[src/conv3_pkg.sv]
// Shared types, widths, register indexes and kernel constants for the 3x3 convolution filter.
`timescale 1ns / 1ps
`default_nettype none

package conv3_pkg;

   localparam int PixW             = 8;
   localparam int CoordW           = 10;
   localparam int DimW             = 11;
   localparam int CsrIndexW        = 2;
   localparam int MaxWidthDefault  = 1024;
   localparam int MaxHeightDefault = 1024;
   localparam logic [DimW-1:0] DimReset = DimW'(1024);

   localparam int RecipShift = 28;
   localparam int MulW       = 27;
   localparam logic [MulW-1:0] BoxMul  =
      MulW'(((64'd11111 << RecipShift) + 64'd99999) / 64'd100000);
   localparam logic [MulW-1:0] Div3Mul =
      MulW'(((64'd1 << RecipShift) + 64'd2) / 64'd3);

   typedef logic [PixW-1:0] pixel_type;
   typedef pixel_type [2:0] column_type;
   typedef pixel_type [2:0][2:0] window_type;

   typedef enum logic [2:0] {
      KM_BOX       = 3'd0,
      KM_GAUSS     = 3'd1,
      KM_PREWITT_X = 3'd2,
      KM_PREWITT_Y = 3'd3,
      KM_SOBEL_X   = 3'd4,
      KM_SOBEL_Y   = 3'd5,
      KM_LAPLACE   = 3'd6,
      KM_SHARPEN   = 3'd7
   } kernel_mode_type;

   typedef enum logic [CsrIndexW-1:0] {
      CSR_KERNEL_MODE  = 2'd0,
      CSR_IMAGE_WIDTH  = 2'd1,
      CSR_IMAGE_HEIGHT = 2'd2
   } csr_index_type;

endpackage

`default_nettype wire

[src/conv3_kernel.sv]
// Combinational 3x3 kernel evaluation for the eight filter modes.
`timescale 1ns / 1ps
`default_nettype none

module conv3_kernel (
   input  conv3_pkg::window_type      win,
   input  conv3_pkg::kernel_mode_type mode,
   output conv3_pkg::pixel_type       result
);
   import conv3_pkg::*;

   localparam int SumW = 14;

   logic signed [SumW-1:0] p [3][3];
   logic signed [SumW-1:0] all_sum;
   logic signed [SumW-1:0] s;
   logic [SumW-1:0] mag;
   logic [MulW-1:0] mul_k;
   logic [SumW+MulW-1:0] product;
   logic [SumW+MulW-1:0] quotient;

   always_comb begin
      for (int r = 0; r < 3; r++) begin
         for (int c = 0; c < 3; c++) begin
            p[r][c] = SumW'(win[r][c]);
         end
      end
   end

   always_comb begin
      all_sum = p[0][0] + p[0][1] + p[0][2] + p[1][0] + p[1][1] + p[1][2]
              + p[2][0] + p[2][1] + p[2][2];
      s = all_sum;
      case (mode)
         KM_BOX: begin
            s = all_sum;
         end
         KM_GAUSS: begin
            s = p[0][0] + (p[0][1] <<< 1) + p[0][2]
              + (p[1][0] <<< 1) + (p[1][1] <<< 2) + (p[1][2] <<< 1)
              + p[2][0] + (p[2][1] <<< 1) + p[2][2];
         end
         KM_PREWITT_X: begin
            s = (p[0][2] + p[1][2] + p[2][2]) - (p[0][0] + p[1][0] + p[2][0]);
         end
         KM_PREWITT_Y: begin
            s = (p[2][0] + p[2][1] + p[2][2]) - (p[0][0] + p[0][1] + p[0][2]);
         end
         KM_SOBEL_X: begin
            s = (p[0][2] + (p[1][2] <<< 1) + p[2][2])
              - (p[0][0] + (p[1][0] <<< 1) + p[2][0]);
         end
         KM_SOBEL_Y: begin
            s = (p[2][0] + (p[2][1] <<< 1) + p[2][2])
              - (p[0][0] + (p[0][1] <<< 1) + p[0][2]);
         end
         KM_LAPLACE: begin
            s = (p[1][1] <<< 3) + p[1][1] - all_sum;
         end
         KM_SHARPEN: begin
            s = (p[1][1] <<< 3) + (p[1][1] <<< 1) - all_sum;
         end
      endcase
   end

   // The box average and the divide by three share one reciprocal multiplier.
   always_comb begin
      mag      = (s < 0) ? SumW'(-s) : SumW'(s);
      mul_k    = (mode == KM_BOX) ? BoxMul : Div3Mul;
      product  = (SumW+MulW)'(mag) * (SumW+MulW)'(mul_k);
      quotient = product >> RecipShift;
   end

   always_comb begin
      result = quotient[PixW-1:0];
      case (mode) inside
         KM_BOX, KM_PREWITT_X, KM_PREWITT_Y: begin
            result = quotient[PixW-1:0];
         end
         KM_GAUSS: begin
            result = mag[PixW+3:4];
         end
         KM_SOBEL_X, KM_SOBEL_Y: begin
            result = mag[PixW+1:2];
         end
         KM_LAPLACE: begin
            result = mag[PixW+2:3];
         end
         KM_SHARPEN: begin
            if (s < 0) begin
               result = '0;
            end else if (s > SumW'(255)) begin
               result = '1;
            end else begin
               result = s[PixW-1:0];
            end
         end
      endcase
   end

endmodule

`default_nettype wire

[config.mk]
export PLATFORM = sky130hd
export DESIGN_NAME = conv3_kernel
export DESIGN_NICKNAME = d
export VERILOG_FILES = /design/src/conv3_pkg.sv /design/src/conv3_kernel.sv
export SDC_FILE = /design/constraint.sdc
export NUM_CORES = 1
export LEC_CHECK = 0
export BUFFER_PORTS_ARGS = -buffer_cell sky130_fd_sc_hd__buf_2
export CORE_UTILIZATION = 50
export DETAILED_ROUTE_END_ITERATION = 8
export PLACE_DENSITY = 0.63
export SYNTH_ARGS = -nofsm -noshare
export SYNTH_HDL_FRONTEND = slang
export SYNTH_SLANG_ARGS = --single-unit
[constraint.sdc]
create_clock -name vclk -period 45.6
set_input_delay 13.68 -clock vclk [all_inputs]
set_output_delay 13.68 -clock vclk [all_outputs]
set_load 0.01 [all_outputs]
==> results.toml <==
[grt]
via_count_of_the_first_global_routing_pass = 13432
grt_usage = 0.300
grt_max_degree = 36
overflow = 0
antenna_violations_before_repair = 0
grt_first_pass_wirelength_um = 76600

[detailed_routing]
totalWireLength_um = 47800
post_drt_wl_per_cell_um = 20.5
dr.first_iter.drc_count = 1035
vias = 12775
via_density_per_instance = 5.47
remaining_drcs = 0
number_of_nets_still_failing_antenna_checks_after_routing = 0
number_of_detailed_route_iterations_in_the_first_pass = 5

[run_status]
run_status = "completed"

[min_path]
min_path_type = "in2out"
worstHoldStart = "mode[2]"
hold_end = "result[2]"
worst_hold_path.num_cells = 4

[clock_network]
cts_repair_resize_count = 0
cts_setup_buffers = 0
postCtsHoldBufs = 0

[sta]
setup_violations = 0
maxSlewHeadroom = 0.102
post-route-min-period_ps = 41780
timing.fmax_ghz = 0.0239
fin_crit_sh = 0.916
rsz0062_at_grt = "no"
worst-slew-pin-transition_ps = 1310
hold_violations = 0
fin_tns_setup_ps = 0
max_slew_vio_count = 0

[layout]
final_core_utilization = 0.538
num_antenna_cells = 0
nets = 2565
numSequentialCells = 0
final_layout_size_suffix_gt1_frac = 0.0697
commonest_cells_after_routing_fill_and_taps_aside = "inv_1 (511), fa_1 (351), ha_1 (243), buf_2 (83)"
clock_buffer_count = 0
seq_cell_area_um2 = 0
syn2layout_area_growth_pct = 5.28
layout.cells.most_common = "inv_1"

[worst_setup_path]
worstPathRequired_ps = 31920
timing.critical_path.arrival_ps = 28100
cpPeakStageDelay_ps = 1160
criticalPathCategory = "in2out"
cpMostUsedCell = "inv_1"
worst_setup_path_start_kind = "input port"
critical-path-slowest-cell = "a2111oi_0"
worst_setup_path_end_kind = "output port"
worstPathMaxFanout = 10

[logic_synthesis]
synth_largest_type_area_fraction = 0.421
syn_area_mm2 = 0.0167
synthTopCellsByArea = "fa_1 (42%), ha_1 (18%), inv_1 (11%)"
synth_sequential_area_ratio = 0
average_footprint_of_a_synthesized_cell_um2 = 9.14
syn_inst = 1827
library_cell_occupying_the_most_area_in_the_post_synthesis_netlist = "fa_1"
yosysUniqueCellTypes = 95
yosys_warnings = 0

[floorplanning]
fp.dieW_um = 185
floorplan.initialDensity = 0.511
core.rowCount = 66
fp.dieH_um = 185
floorplan.die_area_mm2 = 0.0341
top_level_ports = 83
fp.coreArea_mm2 = 0.0327

[placed_design]
io_buffers = 83
hpwl_um = 43600
place.gp.congestion = 1.01

[flow_run]
cap_violations = 0
==> layout make-up <==
| type | instances | area (µm²) |
|---|---|---|
| fill | 3164 | 15100 |
| inverter | 515 | 1930 |
| multi-input combinational | 1291 | 14600 |
| tap | 442 | 553 |
| timing repair buffer | 88 | 453 |
==> synthesized netlist by cell type, types with 27 or more instances <==
master	n
a21o_1	44
a21oi_1	70
fa_1	351
ha_1	243
inv_1	511
nand2_1	70
nor2_1	65
o21ai_0	55
xnor2_1	47
xor2_1	27
==> worst max path at each step <==
stage            from   endpoint
2_1_floorplan  win[1]  result[7]
3_3_place_gp   win[1]  result[7]
3_5_place_dp   win[1]  result[7]
4_1_cts        win[1]  result[7]
5_1_grt        win[1]  result[7]
6_report       win[1]  result[7]
==> critical path: cells and delay by family <==
kind            cells  cell delay, ps
xor+xnor            3            1070
compound gates     18            5000
simple gates        7            1580
fa+ha+maj          14            5790
buf+inv            11             940
==> per-layer routing <==
| layer | track usage | vias to the layer above | wire, µm |
|---|---|---|---|
| met4 | 0.0407 | 0 | 740 |
| li1 | - | 5951 | - |
| met3 | 0.0605 | 41 | 4230 |
| met5 | 0 | - | 0 |
| met1 | 0.455 | 6318 | 22600 |
| met2 | 0.448 | 465 | 20300 |
==> cell families (layout without fill, tap and decap cells) <==
kind of cell	Yosys count	count (layout)	share of synthesized area
AO/OA/AOI/OAI	327	327	0.136
XOR/XNOR	76	76	0.0414
adder cells (fa/ha/maj)	594	594	0.603
buffers and inverters	547	603	0.126
multiplexers	11	11	0.00704
other	2	13	0.000450
AND/OR/NAND/NOR	270	270	0.0864
==> stage by stage <==
| stage | worst slack, ps | instances | area (µm²) | hold slack (ps) |
|---|---|---|---|---|
| 4_1_cts | 4010 | 2336 | 17600 | 28090 |
| 2_1_floorplan | 6690 | 1838 | 16700 | 27730 |
| 3_3_place_gp | 4070 | 2336 | 17600 | 28110 |
| 5_1_grt | 2910 | 2336 | 17600 | 28120 |
| 3_5_place_dp | 4050 | 2336 | 17600 | 28080 |
| 6_report | 3820 | 2336 | 17600 | 28080 |
Power is not shown: default switching activity piles up to over one toggle a cycle in this logic, so the estimate is an artifact.
